===== src/tkm_pkg.sv =====
// Shared types and constants of the trie keyword matcher.
`default_nettype none

package tkm_pkg;

    // Character width and trie alphabet size (column 0 is the end marker).
    localparam int CH_W     = 7;
    localparam int ALPHABET = 128;

    // Field widths of the result item.
    localparam int STATUS_W = 2;
    localparam int INDEX_W  = 8;
    localparam int USED_W   = 9;

    // Command codes.
    localparam logic CMD_INSERT = 1'b0;
    localparam logic CMD_LOOKUP = 1'b1;

    // Status codes.
    localparam logic [STATUS_W-1:0] ST_OK       = 2'd0;
    localparam logic [STATUS_W-1:0] ST_NO_MATCH = 2'd1;
    localparam logic [STATUS_W-1:0] ST_FULL     = 2'd2;

    // One input character with its command.
    typedef struct packed {
        logic               cmd;
        logic [CH_W-1:0]    ch;
        logic               last;
        logic [INDEX_W-1:0] field_value;
    } tkm_item_t;

    // One result, produced for the last character of a string.
    typedef struct packed {
        logic [STATUS_W-1:0] status;
        logic [INDEX_W-1:0]  field_index;
        logic [USED_W-1:0]   used_states;
    } tkm_result_t;

endpackage

`default_nettype wire


===== src/tkm_walk.sv =====
// Walk controller: follows, allocates and marks trie transitions.
`default_nettype none

module tkm_walk #(
    parameter int NUM_STATES = 512,
    parameter int SW         = 9,
    parameter int EW         = 9
) (
    input  wire logic                 clk,
    input  wire logic                 rst_n,
    input  wire logic                 item_valid,
    output logic                      item_ready,
    input  wire tkm_pkg::tkm_item_t   item,
    output logic                      result_valid,
    input  wire logic                 result_ready,
    output tkm_pkg::tkm_result_t      result,
    input  wire logic                 mem_busy,
    output logic                      mem_re,
    output logic                      mem_we,
    output logic [SW+tkm_pkg::CH_W-1:0] mem_addr,
    output logic [EW-1:0]             mem_wdata,
    input  wire logic [EW-1:0]        mem_rdata
);

    localparam int CW = tkm_pkg::CH_W;

    localparam logic [1:0] S_IDLE = 2'd0;
    localparam logic [1:0] S_STEP = 2'd1;
    localparam logic [1:0] S_FIN  = 2'd2;
    localparam logic [1:0] S_LOOK = 2'd3;

    logic [1:0]           state_reg, state_next;
    logic [SW-1:0]        pos_reg, pos_next;
    logic                 failed_reg, failed_next;
    logic [SW-1:0]        cnt_reg, cnt_next;
    tkm_pkg::tkm_item_t   cur_reg, cur_next;
    logic                 out_valid_reg, out_valid_next;
    tkm_pkg::tkm_result_t out_reg, out_next;

    logic                 accept;
    logic                 out_free;
    logic                 emit;
    tkm_pkg::tkm_result_t emit_data;
    logic [EW-1:0]        marker_m1;

    assign item_ready = (state_reg == S_IDLE) && !mem_busy;
    assign accept     = item_valid && item_ready;
    assign out_free   = !out_valid_reg || result_ready;
    assign marker_m1  = mem_rdata - EW'(1);

    // Next-state logic of the walk.
    always_comb
    begin
        state_next     = state_reg;
        pos_next       = pos_reg;
        failed_next    = failed_reg;
        cnt_next       = cnt_reg;
        cur_next       = cur_reg;
        mem_re         = 1'b0;
        mem_we         = 1'b0;
        mem_addr       = '0;
        mem_wdata      = '0;
        emit           = 1'b0;
        emit_data      = '0;
        emit_data.used_states = tkm_pkg::USED_W'(cnt_reg);

        case (state_reg)
            S_IDLE:
            begin
                if (accept)
                begin
                    cur_next = item;
                    if (!failed_reg && (item.ch != '0))
                    begin
                        // Fetch the transition for this character.
                        mem_re     = 1'b1;
                        mem_addr   = {pos_reg, item.ch};
                        state_next = S_STEP;
                    end
                    else if (item.last)
                    begin
                        state_next = S_FIN;
                    end
                end
            end

            S_STEP:
            begin
                // Follow an existing edge, allocate a new state, or fail.
                if (mem_rdata != '0)
                begin
                    pos_next = mem_rdata[SW-1:0];
                end
                else if ((cur_reg.cmd == tkm_pkg::CMD_INSERT) &&
                         (cnt_reg < SW'(NUM_STATES - 1)))
                begin
                    cnt_next  = cnt_reg + SW'(1);
                    pos_next  = cnt_reg + SW'(1);
                    mem_we    = 1'b1;
                    mem_addr  = {pos_reg, cur_reg.ch};
                    mem_wdata = EW'(cnt_reg + SW'(1));
                end
                else
                begin
                    failed_next = 1'b1;
                end
                state_next = cur_reg.last ? S_FIN : S_IDLE;
            end

            S_FIN:
            begin
                if (cur_reg.cmd == tkm_pkg::CMD_INSERT)
                begin
                    if (out_free)
                    begin
                        emit = 1'b1;
                        if (failed_reg)
                        begin
                            emit_data.status = tkm_pkg::ST_FULL;
                        end
                        else
                        begin
                            // Store the pattern index plus one in the end marker.
                            emit_data.status = tkm_pkg::ST_OK;
                            mem_we    = 1'b1;
                            mem_addr  = {pos_reg, CW'(0)};
                            mem_wdata = EW'(cur_reg.field_value) + EW'(1);
                        end
                    end
                end
                else if (failed_reg)
                begin
                    if (out_free)
                    begin
                        emit             = 1'b1;
                        emit_data.status = tkm_pkg::ST_NO_MATCH;
                    end
                end
                else
                begin
                    // Fetch the end marker of the node reached.
                    mem_re     = 1'b1;
                    mem_addr   = {pos_reg, CW'(0)};
                    state_next = S_LOOK;
                end
            end

            S_LOOK:
            begin
                if (out_free)
                begin
                    emit = 1'b1;
                    if (mem_rdata == '0)
                    begin
                        emit_data.status = tkm_pkg::ST_NO_MATCH;
                    end
                    else
                    begin
                        emit_data.status      = tkm_pkg::ST_OK;
                        emit_data.field_index = marker_m1[tkm_pkg::INDEX_W-1:0];
                    end
                end
            end

            default:
            begin
                state_next = S_IDLE;
            end
        endcase

        // A result loaded into the output register ends the string and returns the walk to the root.
        if (emit)
        begin
            pos_next    = '0;
            failed_next = 1'b0;
            state_next  = S_IDLE;
        end
    end

    // Output register: loads a result or drains on transfer.
    always_comb
    begin
        out_next       = out_reg;
        out_valid_next = out_valid_reg && !result_ready;
        if (emit)
        begin
            out_next       = emit_data;
            out_valid_next = 1'b1;
        end
    end

    // Control registers.
    always_ff @(posedge clk or negedge rst_n)
    begin
        if (!rst_n)
        begin
            state_reg     <= S_IDLE;
            pos_reg       <= '0;
            failed_reg    <= 1'b0;
            cnt_reg       <= '0;
            out_valid_reg <= 1'b0;
        end
        else
        begin
            state_reg     <= state_next;
            pos_reg       <= pos_next;
            failed_reg    <= failed_next;
            cnt_reg       <= cnt_next;
            out_valid_reg <= out_valid_next;
        end
    end

    // Payload registers.
    always_ff @(posedge clk)
    begin
        cur_reg <= cur_next;
        out_reg <= out_next;
    end

    assign result_valid = out_valid_reg;
    assign result       = out_reg;

endmodule

`default_nettype wire


===== config.mk =====
export PLATFORM = sky130hd
export DESIGN_NAME = tkm_walk
export DESIGN_NICKNAME = d
export VERILOG_FILES = /design/src/tkm_pkg.sv /design/src/tkm_walk.sv
export SDC_FILE = /design/constraint.sdc
export NUM_CORES = 1
export LEC_CHECK = 0
export ABC_AREA = 1
export ABC_CLOCK_PERIOD_IN_PS = 1800
export BUFFER_PORTS_ARGS = -buffer_cell sky130_fd_sc_hd__buf_2
export CAP_MARGIN = 20
export CORE_AREA = 2 2 83 85
export CTS_BUF_LIST = sky130_fd_sc_hd__clkbuf_2
export DETAILED_ROUTE_END_ITERATION = 6
export DIE_AREA = 0 0 85 87
export PLACE_DENSITY = 0.77
export SLEW_MARGIN = 10
export SYNTH_ARGS = -nofsm -noshare
export SYNTH_HDL_FRONTEND = slang
export SYNTH_SLANG_ARGS = --single-unit

===== constraint.sdc =====
create_clock -name clk -period 1.8 [get_ports clk]
set_input_delay 0.09 -clock clk [delete_from_list [all_inputs] [get_ports clk]]
set_output_delay 0.09 -clock clk [all_outputs]
set_load 0.02 [all_outputs]

After elaboration in Yosys (flattened, before gate mapping)
Index checks and enable logic that the tools add are counted.
{"block": "totals", "ff_bits": 58, "latch_bits": 0, "mem_bits_rw": 0, "rom_bits": 0, "input_bits": 31, "output_inout_bits": 48, "wordCells": 106, "memories": 0}
{"block": "classes", "add_sub_neg": 3, "n_mul": 0, "div": 0, "order_cmp": 1, "eq_ne": 9, "shift": 0, "mux": 54, "n_bitwise": 4, "reduce_logical": 23}
{"cell": "2-to-1 mux 16 bit", "n": 7}
{"cell": "2-to-1 mux 9 bit", "n": 9}
{"cell": "one-hot mux 16 bit (3 select lines)", "n": 1}
{"cell": "2-to-1 mux 2 bit", "n": 11}
{"cell": "2-to-1 mux 1 bit", "n": 18}
{"cell": "one-hot mux 9 bit (2 select lines)", "n": 1}
{"cell": "2-to-1 mux 10 bit", "n": 1}
{"cell": "adder 8 x 1 -> 9 bit (second input constant)", "n": 1}
{"cell": "adder 9 x 1 -> 9 bit (second input constant)", "n": 1}
{"cell": "logical NOT 9 bit", "n": 1}
{"cell": "less-than comparator 9 bit (second input constant)", "n": 1}
{"cell": "inequality test 3 bit (second input constant)", "n": 3}
{"cell": "nonzero test 9 bit", "n": 1}
{"cell": "2-to-1 mux 8 bit", "n": 1}
{"cell": "subtractor 8 x 1 -> 8 bit (second input constant)", "n": 1}
{"cell": "nonzero test 7 bit", "n": 1}
{"cell": "one-hot mux 1 bit (2 select lines)", "n": 3}
{"cell": "one-hot mux 2 bit (3 select lines)", "n": 1}
{"cell": "AND reduction 3 bit", "n": 2}
{"cell": "logical AND 1 bit", "n": 5}
{"cell": "AND reduction 5 bit", "n": 1}
{"cell": "== test 2 bit (second input constant)", "n": 2}
{"cell": "logical NOT 1 bit", "n": 4}
{"cell": "inequality test 2 bit (second input constant)", "n": 2}
{"cell": "11 further kinds", "n": 15}

Logic depth before layout (Yosys ltp)
Gate-level depths: netlist (run 1).
{"block": "logic_depth", "word_depth": 8, "mapped_depth": 12, "depth_no_buf": 12}

Worst setup path after synthesis (run 1)
No wires, ideal clock.
{"block": "synth_timing", "path_kind": "register to output", "startpoint": "register state_reg[1]", "endpoint": "output mem_addr[0] in the netlist's numbering", "t_arrival_ps": 2283, "t_required_ps": 1710, "slack_ps": -573, "path_stages_with_launch": 11, "n_path_buf": 0, "path_cell_list": "dfrtp_1 -> inv_1 -> ha_1 -> inv_1 -> nor2_1 -> nand2_1 -> inv_1 -> nand3_1 -> inv_1 -> nand2_1 -> a21oi_1"}
{"block": "synth_between", "elab_chain_cells": 5, "elab_cells_between_ends": 7, "classes_between": "eq/ne (2); mux (2); reduce/logical (3)"}
{"item": "start, declared", "line": "tkm_walk.sv:32", "source": "logic [1:0] state_reg, state_next;"}
{"item": "start signal, assigned", "line": "tkm_walk.sv:205", "source": "state_reg <= state_next;"}
{"item": "logical NOT 2 bit", "line": "tkm_walk.sv:46", "source": "assign item_ready = (state_reg == S_IDLE) && !mem_busy;"}
{"item": "logical AND 1 bit", "line": "tkm_walk.sv:46"}
{"item": "named net item_ready", "line": "tkm_walk.sv:12", "source": "output logic item_ready,"}
{"item": "logical AND 1 bit", "line": "tkm_walk.sv:47", "source": "assign accept = item_valid && item_ready;"}
{"item": "2-to-1 mux 16 bit", "line": "tkm_walk.sv:70", "source": "if (accept)"}
{"item": "one-hot mux 16 bit (3 select lines)", "line": "tkm_walk.sv:67", "source": "case (state_reg)"}
{"item": "end, declared", "line": "tkm_walk.sv:20", "source": "output logic [SW+tkm_pkg::CH_W-1:0] mem_addr,"}
The timed path passes the listed nets, and every way through them passes these cells.

Worst setup path in the final report (run 1)
{"block": "layout_timing", "startpoint": "register state_reg[0]", "endpoint": "output mem_we"}
{"block": "layout_between", "elab_chain_cells": 2, "elab_cells_between_ends": 3, "classes_between": "eq/ne (2); mux (1)"}
{"item": "== test 2 bit / == test 2 x 1 -> 1 bit (equally long branches)", "line": "tkm_walk.sv:67"}
{"item": "one-hot mux 1 bit (2 select lines) (*)", "line": "tkm_walk.sv:67"}
{"item": "end, declared", "line": "tkm_walk.sv:19", "source": "output logic mem_we,"}
Mark *: on every way between the ends. The rest lies on a longest branch, timed or not.

==> results of run 1 <==
worst max-delay path, delay by kind of cell, from the launching register on:
| kind | cells | cell delay (ns) |
|---|---|---|
| AOI/OAI and AO/OA | 1 | 0.17 |
| adders and majority gates | 1 | 0.20 |
| and+or+nand+nor | 2 | 0.31 |
| DFF | 1 | 0.41 |
| buffers and inverters | 4 | 0.57 |
worst min path at each step:
stage,to,depth (start not counted),slack (ns),start
final,result_valid,5,0.05,result_ready
after global routing,result_valid,5,0.03,result_ready
after CTS,result_valid,5,0.006,result_ready
after detailed placement,pos_reg[0],1,0.1,rst_n
after global placement,pos_reg[1],1,0.09,rst_n
after floorplan,cnt_reg[0],0,-0.21,rst_n
power by group:
| group | switching, mW | total, mW | leakage [nW] | internal [mW] |
|---|---|---|---|---|
| registers | 0.109 | 1.78 | 0.578 | 1.67 |
| logic | 1.36 | 2.29 | 1.64 | 0.924 |
| clock network | 0.475 | 0.652 | 0.0606 | 0.177 |
| total | 1.95 | 4.72 | 2.28 | 2.77 |
metal layers:
layer	track usage	wire, um	part of all wire
met5	0	0	0
met4	0.1183	223	0.023
met3	0.06066	705	0.072
met2	0.4702	5184	0.53
met1	0.2884	3740	0.38
timing repair:
item                                    in CTS  in global routing
gates cloned                                 1                  1
hold endpoints to repair                    55                  0
pin swaps                                   10                 10
endpoints found under the setup margin      27                 66
buffers inserted                            12                  4
gates resized for setup                     78                 41
hold buffers                                28                  0
through the flow:
step / hold slack, ns / cells / util / setup TNS [ns] / total power, mW
6_report: 0.04603 / 633 / 0.7467 / -11.55 / 4.716
2_1_floorplan: -0.2056 / 385 / - / -0.4027 / 2.913
4_1_cts: 0.005900 / 628 / 0.7189 / -10.55 / 4.475
3_5_place_dp: 0.09731 / 571 / 0.6105 / 0 / 3.484
3_3_place_gp: 0.09108 / 571 / 0.6105 / 0 / 3.428
5_1_grt: 0.03349 / 633 / 0.7467 / -14.66 / 5.000
cells by family (layout without fill, tap and decap cells):
group	count (synthesis)	count (layout)	synth area share
and+or+nand+nor	214	215	0.2867
DFF	58	58	0.5179
buffers and inverters	56	223	0.07387
AOI/OAI and AO/OA	42	42	0.07030
adders and majority gates	8	8	0.03177
xor gates and xnor gates	7	7	0.01946
cells in the final DEF (no fill, tap or decap), drive strengths merged, types with 8 or more instances in the layout:
cell,instances
nand2,137
buf,128
inv,49
nor2,38
edfxtp,36
nand3,32
dlygate4sd3,28
dfrtp,22
a21oi,21
o21ai,17
clkbuf,11
ha,8
synthesized netlist by cell type:
library cell and count:
a21boi_2 1, a21oi_1 21, a31oi_1 1, buf_2 1
buf_4 1, buf_6 2, clkbuf_1 1, dfrtp_1 22
edfxtp_1 36, ha_1 8, inv_1 49, inv_2 1
inv_4 1, nand2_1 131, nand2_2 5, nand3_1 32
nand3b_1 2, nand4_1 1, nor2_1 33, nor2_2 3
nor2_4 1, nor2_8 1, nor3_1 5, o21ai_0 17
o22ai_1 1, o31ai_1 1, xnor2_1 2, xor2_1 5
final cells by class:
| type | count | area, um2 | area share |
|---|---|---|---|
| Multi-Input combinational cell | 272 | 1648 | 0.3360 |
| Sequential cell | 58 | 1632 | 0.3327 |
| Timing Repair Buffer | 156 | 1236 | 0.2520 |
| Inverter | 51 | 211.5 | 0.04311 |
| Tap cell | 80 | 100.1 | 0.02041 |
| Clock buffer | 11 | 55.05 | 0.01122 |
| Clock inverter | 5 | 22.52 | 0.004592 |
==> results.toml, run 1 <==
[finish]
n_antenna_cell = 0
final_area_um2 = 4905
largest_reg_flops = 19
fillers = 448
drive_gt1_frac = 0.4069
area_delta_synth_final_pct = 55.68
fin_nets = 587

[route]
drtIter0Drc = 206
drc = 0
vias_per_cell = 5.253
avgRoutedWirePerCell_um = 15.57
routed_wl_um = 9853
dr_total_vias = 3325
dr.pass1.iters = 5
final_antenna_net_count = 0

[cts]
insertion_delay_ns = 0.52
clock_sinks = 58
cts_tree = "yes"
cts.clk_slew.worst_paths_ns = 0.14
cts_root_buffer = "clkbuf_2"
numCtsBuffers = 9
cts-htree-levels = 3
cts_max_path_buffers = 2

[placement]
dp_slack_ns = 0.06006
dpl.hpwl_um = 5990
placed_area_um2 = 4010
io_buffers = 78
gp_routability_congestion = 0.9028

[floorplanning]
die_y_um = 87
rows = 30
ios = 79
start_util = 0.4796
core_um2 = 6569
die-area_um2 = 7395
die_w_um = 85

[critical_path]
r2r_start = "state_reg[1]"
path_cells = "buf_4, ha_2, nand3_2, nor2_4, buf_6, inv_1, a21oi_2, buf_6"
cp.required_ns = 1.71
crit_top_cell = "buf_6"
reg2reg_to = "state_reg[0]"
crit_path_start = "state_reg[0]"
crit_type = "flip-flop to primary output"
r2r_setup_slack_ns = -0.03
critical-path-slowest-cell = "dfrtp_1"
worstSetupStartpointType = "flip-flop"
path_max_fanout = 7
crit_arrival_ns = 2.17
cpPeakStageDelay_ns = 0.41
endpoint_kind = "primary output"
worstRegToRegCells = 11
critPathCapture = "mem_we"

[yosys]
synth_seq_cells = 58
synth_area_per_cell_um2 = 8.183
ys_warn_count = 0
yosys.area.top_type_share = 0.3431
syn_inst = 385
ys_seq_area_frac = 0.5179
yosysTopAreaCell = "edfxtp_1"
syn-num-nets = 424
synthDistinctLibCells = 28
netlist_area_um2 = 3151
synth.area.top_cells = "edfxtp_1 (34%), dfrtp_1 (17%), nand2_1 (16%)"

[timing]
finalMaxSlewViolations = 0
setup_viol = 43
worst_slack_ns = -0.4640
tightest_slew_ns = 0.5203
fin_skew_ns = 0.02966
rsz0062_at_grt = "true"
hold_viol = 0
finalCritPeriodShare = 1.258
min_period_ns = 2.264
slew_headroom = 0.6531
clock.fmax_ghz = 0.4417

[outcome]
status = "finished, violations left"
violations = "negative setup slack"

[grt]
grt_first_pass_wirelength_um = 14700
grt-ovfl-total = 0
grt_max_degree = 23
antenna_found_initial = 0
grt_use_total = 0.2593
grt_pass1_vias = 3288

[power]
cellLeakagePower_nw = 2.279
power-per-cell-area_nw_per_um2 = 961.6
ir_worst_vdd_v = 0.0005601

[run]
maxCapViolCount = 0

[worst_hold_path]
hp-class = "input port to flip-flop"
No activity file was read; power rests on OpenSTA's default activity.
==> run 2: changes to the inputs <==
Settings changed: PLACE_DENSITY 0.77 to 0.75.
==> results.toml, run 2 (synthesis gave the netlist of run 1 again) <==
[timing]
min_period_ns = 2.225
clock.fmax_ghz = 0.4494
fin_setup_tns_ns = -10.85
finalCritPeriodShare = 1.236
worst_slack_ns = -0.4254
setup_viol = 48
tightest_slew_ns = 0.5580
hold_viol = 0
slew_headroom = 0.6280
rsz0062_at_grt = "true"
finalMaxSlewViolations = 0
fin_skew_ns = 0.02413
hold-worst-slack_ns = 0.003656

[floorplanning]
core_um2 = 6569
die_w_um = 85
ios = 79
die_y_um = 87
rows = 30
die-area_um2 = 7395
start_util = 0.4796

[route]
drc = 0
drtIter0Drc = 330
final_antenna_net_count = 0
vias_per_cell = 5.253
dr.pass1.iters = 7
avgRoutedWirePerCell_um = 15.51
routed_wl_um = 9942
dr_total_vias = 3367

[critical_path]
crit_type = "flip-flop to primary output"
cpPeakStageDelay_ns = 0.44
r2r_setup_slack_ns = -0.05
worstRegToRegCells = 10
r2r_start = "state_reg[0]"
critical-path-slowest-cell = "dfrtp_1"
path_cells = "ha_2, nand2_2, nor2_1, buf_4, nand2_2, nand2_2, nand3_2, nor2_2, nor2_1, nor2_1, buf_4"
reg2reg_to = "result[4]"
endpoint_kind = "primary output"
crit_arrival_ns = 2.14
path_max_fanout = 5
worstSetupStartpointType = "flip-flop"
cp.required_ns = 1.71

[worst_hold_path]
min_from = "mem_rdata[0]"
hp-class = "input port to flip-flop"
holdPathStages = 5
min_to = "pos_reg[0]"

[cts]
cts-htree-levels = 3
clock_sinks = 58
cts.clk_slew.worst_paths_ns = 0.16
numCtsBuffers = 9
insertion_delay_ns = 0.50
cts_max_path_buffers = 2
cts_root_buffer = "clkbuf_2"
cts_tree = "yes"

[grt]
grt_max_degree = 23
grt_use_total = 0.2462
grt_first_pass_wirelength_um = 14080
grt_pass1_vias = 3082
grt-ovfl-total = 0
antenna_found_initial = 0

[placement]
place_inst = 563
dpl.hpwl_um = 5640
io_buffers = 78
placed_area_um2 = 3975
gp_routability_congestion = 0.8818
dp_slack_ns = 0.05745

[outcome]
status = "finished, violations left"
violations = "negative setup slack"

[finish]
drive_gt1_frac = 0.4314
final_cell_mix = "nand2_1 (107), buf_4 (54), buf_2 (51)"
largest_reg_flops = 19
final_util = 0.7882
fillers = 398
mostFrequentLayoutCell = "nand2_1"
fin_nets = 596
final_area_um2 = 5177
area_delta_synth_final_pct = 64.34
final_cells = 641
n_antenna_cell = 0

[power]
ir_worst_vdd_v = 0.0008068
power-per-cell-area_nw_per_um2 = 980.7
cellLeakagePower_nw = 2.390
total_power_mw = 5.077

[run]
maxCapViolCount = 0
[run 2: layout make-up]
cell class                      count  area, um2  area share
Multi-Input combinational cell    272       1764      0.3407
Sequential cell                    58       1632      0.3151
Timing Repair Buffer              165       1366      0.2639
Inverter                           51      221.5     0.04277
Tap cell                           80      100.1     0.01933
Clock inverter                      6      48.80    0.009425
Clock buffer                        9      45.04    0.008700
[run 2: worst max-delay path: cells and delay by family (launching register included)]
family        cells  cell delay (ns)
buf+inv           2             0.31
fa+ha+maj         1             0.21
simple gates      8             0.68
flops             1             0.44
[run 2: metal layers]
layer / vias up / wire length (um) / track usage / part of all wire
met5: - / 0 / 0 / 0
met4: 0 / 418 / 0.1270 / 0.042
met3: 43 / 752 / 0.04929 / 0.076
met2: 170 / 5071 / 0.4233 / 0.51
met1: 1561 / 3700 / 0.2934 / 0.37
li1: 1593 / - / - / -
[run 2: power breakdown]
part	switching [mW]	internal, mW
logic	1.45	1.07
clock network	0.480	0.292
registers	0.116	1.67
[run 2: worst max-delay path by stage]
stage	start	to	depth (start not counted)
2_1_floorplan	state_reg[1]	mem_addr[14]	10
3_3_place_gp	state_reg[0]	pos_reg[1]	10
3_5_place_dp	state_reg[0]	mem_addr[7]	11
4_1_cts	state_reg[0]	mem_addr[15]	12
5_1_grt	state_reg[1]	mem_addr[15]	12
6_report	cnt_reg[1]	mem_wdata[8]	11
[run 2: repair_timing]
action / in CTS / in global routing
hold buffers: 26 / 0
resized for setup: 53 / 93
buffers inserted: 13 / 21
pin swaps: 6 / 28
endpoints found under the setup margin: 28 / 63
hold endpoints to repair: 47 / 0
gates cloned: 0 / 3
==> run 3: changes to the inputs <==
Settings changed: CORE_AREA 2 2 83 85 to 2 2 87 89, DIE_AREA 0 0 85 87 to 0 0 89 91, PLACE_DENSITY 0.75 to 0.69.
==> results.toml, run 3 (synthesis gave the netlist of run 1 again) <==
[timing]
finalMaxSlewViolations = 0
setup_viol = 27
rsz0062_at_grt = "true"
finalCritPeriodShare = 1.252
clock.fmax_ghz = 0.4437
fin_skew_ns = 0.02737
min_period_ns = 2.254
fin_setup_tns_ns = -10.86
worst_slack_ns = -0.4537
slew_headroom = 0.6484
hold-worst-slack_ns = 0.01043
tightest_slew_ns = 0.5274
hold_viol = 0

[power]
total_power_mw = 4.919
cellLeakagePower_nw = 2.339
ir_worst_vdd_v = 0.0006453
power-per-cell-area_nw_per_um2 = 972.7

[route]
avgRoutedWirePerCell_um = 14.61
dr_total_vias = 3237
dr.pass1.iters = 5
vias_per_cell = 4.957
routed_wl_um = 9539
final_antenna_net_count = 0
drtIter0Drc = 230
drc = 0

[floorplanning]
ios = 79
start_util = 0.4414
die_y_um = 91
rows = 31
die-area_um2 = 8099
core_um2 = 7137
die_w_um = 89

[placement]
placed_area_um2 = 4004
place_inst = 586
dpl.hpwl_um = 6099
io_buffers = 78
gp_routability_congestion = 0.8944

[critical_path]
path_max_fanout = 8
worst-path-buf-inv = 2
crit_top_cell = "nand3_2"
critical-path-slowest-cell = "dfrtp_1"
crit_family = "simple AND/OR/NAND/NOR gates"
cp.required_ns = 1.71
worstSetupStartpointType = "flip-flop"
cpPeakStageDelay_ns = 0.45
endpoint_kind = "primary output"
crit_type = "flip-flop to primary output"
crit_arrival_ns = 2.16
path_cells = "nand2_2, nor2_2, nand3_2, nand3_2, nor2_4, buf_6, nand2_1, a21oi_4, buf_4"

[grt]
antenna_found_initial = 0
grt_use_total = 0.2326
grt-ovfl-total = 0
grt_first_pass_wirelength_um = 14390
grt_pass1_vias = 3194
grt_max_degree = 23

[worst_hold_path]
hp-class = "input port to flip-flop"

[finish]
final_cell_mix = "nand2_1 (108), buf_2 (50), buf_4 (49)"
fin_nets = 588
area_delta_synth_final_pct = 60.52
mostFrequentLayoutCell = "nand2_1"
final_cells = 653
largest_reg_flops = 19
final_area_um2 = 5057
drive_gt1_frac = 0.4206
n_antenna_cell = 0

[cts]
cts.clk_slew.worst_paths_ns = 0.16
insertion_delay_ns = 0.52
clock_sinks = 58
numCtsBuffers = 9
cts_root_buffer = "clkbuf_2"
cts-htree-levels = 3
cts_tree = "yes"
cts_max_path_buffers = 2

[outcome]
status = "finished, violations left"
violations = "negative setup slack"

[run]
maxCapViolCount = 0
-- run 3: cell count changes in the layout (fill, tap and decap cells not counted), sizes merged --
| cell | change |
|---|---|
| dlygate4sd3 | +3 |
| clkinv | -1 |
| clkbuf | +1 |
| buf | -10 |
-- run 3: timing repair --
item,4_1_cts,5_1_grt
gates resized for setup,60,79
hold buffers,29,0
hold endpoints to repair,54,0
pin swaps,8,25
gates cloned,0,2
setup endpoints to repair,27,65
buffers inserted,7,14
-- run 3: area by class of cell --
| type | instances | area, um2 |
|---|---|---|
| Fill cell | 543 | 2079 |
| Multi-Input combinational cell | 272 | 1710 |
| Sequential cell | 58 | 1632 |
| Timing Repair Buffer | 157 | 1274 |
| Inverter | 51 | 216.5 |
| Tap cell | 99 | 123.9 |
| Clock buffer | 11 | 55.05 |
| Clock inverter | 5 | 46.29 |
-- run 3: metrics by stage --
| step | util | worst slack, ns |
|---|---|---|
| floorplan | - | -0.06626 |
| global placement | 0.5610 | 0.03770 |
| detailed placement | 0.5610 | 0.01692 |
| CTS | 0.6513 | -0.3851 |
| global route | 0.7086 | -0.5133 |
| finish | 0.7086 | -0.4537 |
-- run 3: worst reg2reg max path, cell delays in order, from the launching register on --
cell and delay, ns:
dfrtp_1 0.44, ha_2 0.21, nand2_2 0.05, nor2_1 0.09, buf_4 0.15, nand2_2 0.06
nand2_2 0.08, nand3_2 0.10, buf_4 0.15, buf_4 0.13, a21oi_2 0.12, nand2_1 0.07
nand2_1 0.06
-- run 3: worst paths after layout --
kind / cells past startpoint / slack, ns / startpoint / endpoint
min in group asynchronous: 2 / 0.05 / rst_n / pos_reg[6]
setup / recovery: 9 / -0.45 / cnt_reg[1] / mem_addr[5]
max in group asynchronous: 2 / 1.37 / rst_n / state_reg[0]
setup reg to reg: 12 / 0.05 / cnt_reg[1] / pos_reg[8]
hold reg to reg: 2 / 0.50 / pos_reg[1] / pos_reg[1]
hold / removal: 5 / 0.01 / mem_rdata[4] / pos_reg[4]
-- run 3: power by group --
group	total (mW)	switching, mW	leakage [nW]	internal [mW]
combinational	2.31	1.36	1.69	0.947
sequential	1.78	0.111	0.578	1.67
clock	0.832	0.515	0.0684	0.317
total	4.92	1.99	2.34	2.93
-- run 3: routing by layer --
layer	wire length, um	vias to the layer above	global-route usage
li1	-	1579	-
met1	3859	1501	0.2880
met2	4718	126	0.3881
met3	637	31	0.04364
met4	325	0	0.1045
met5	0	-	0
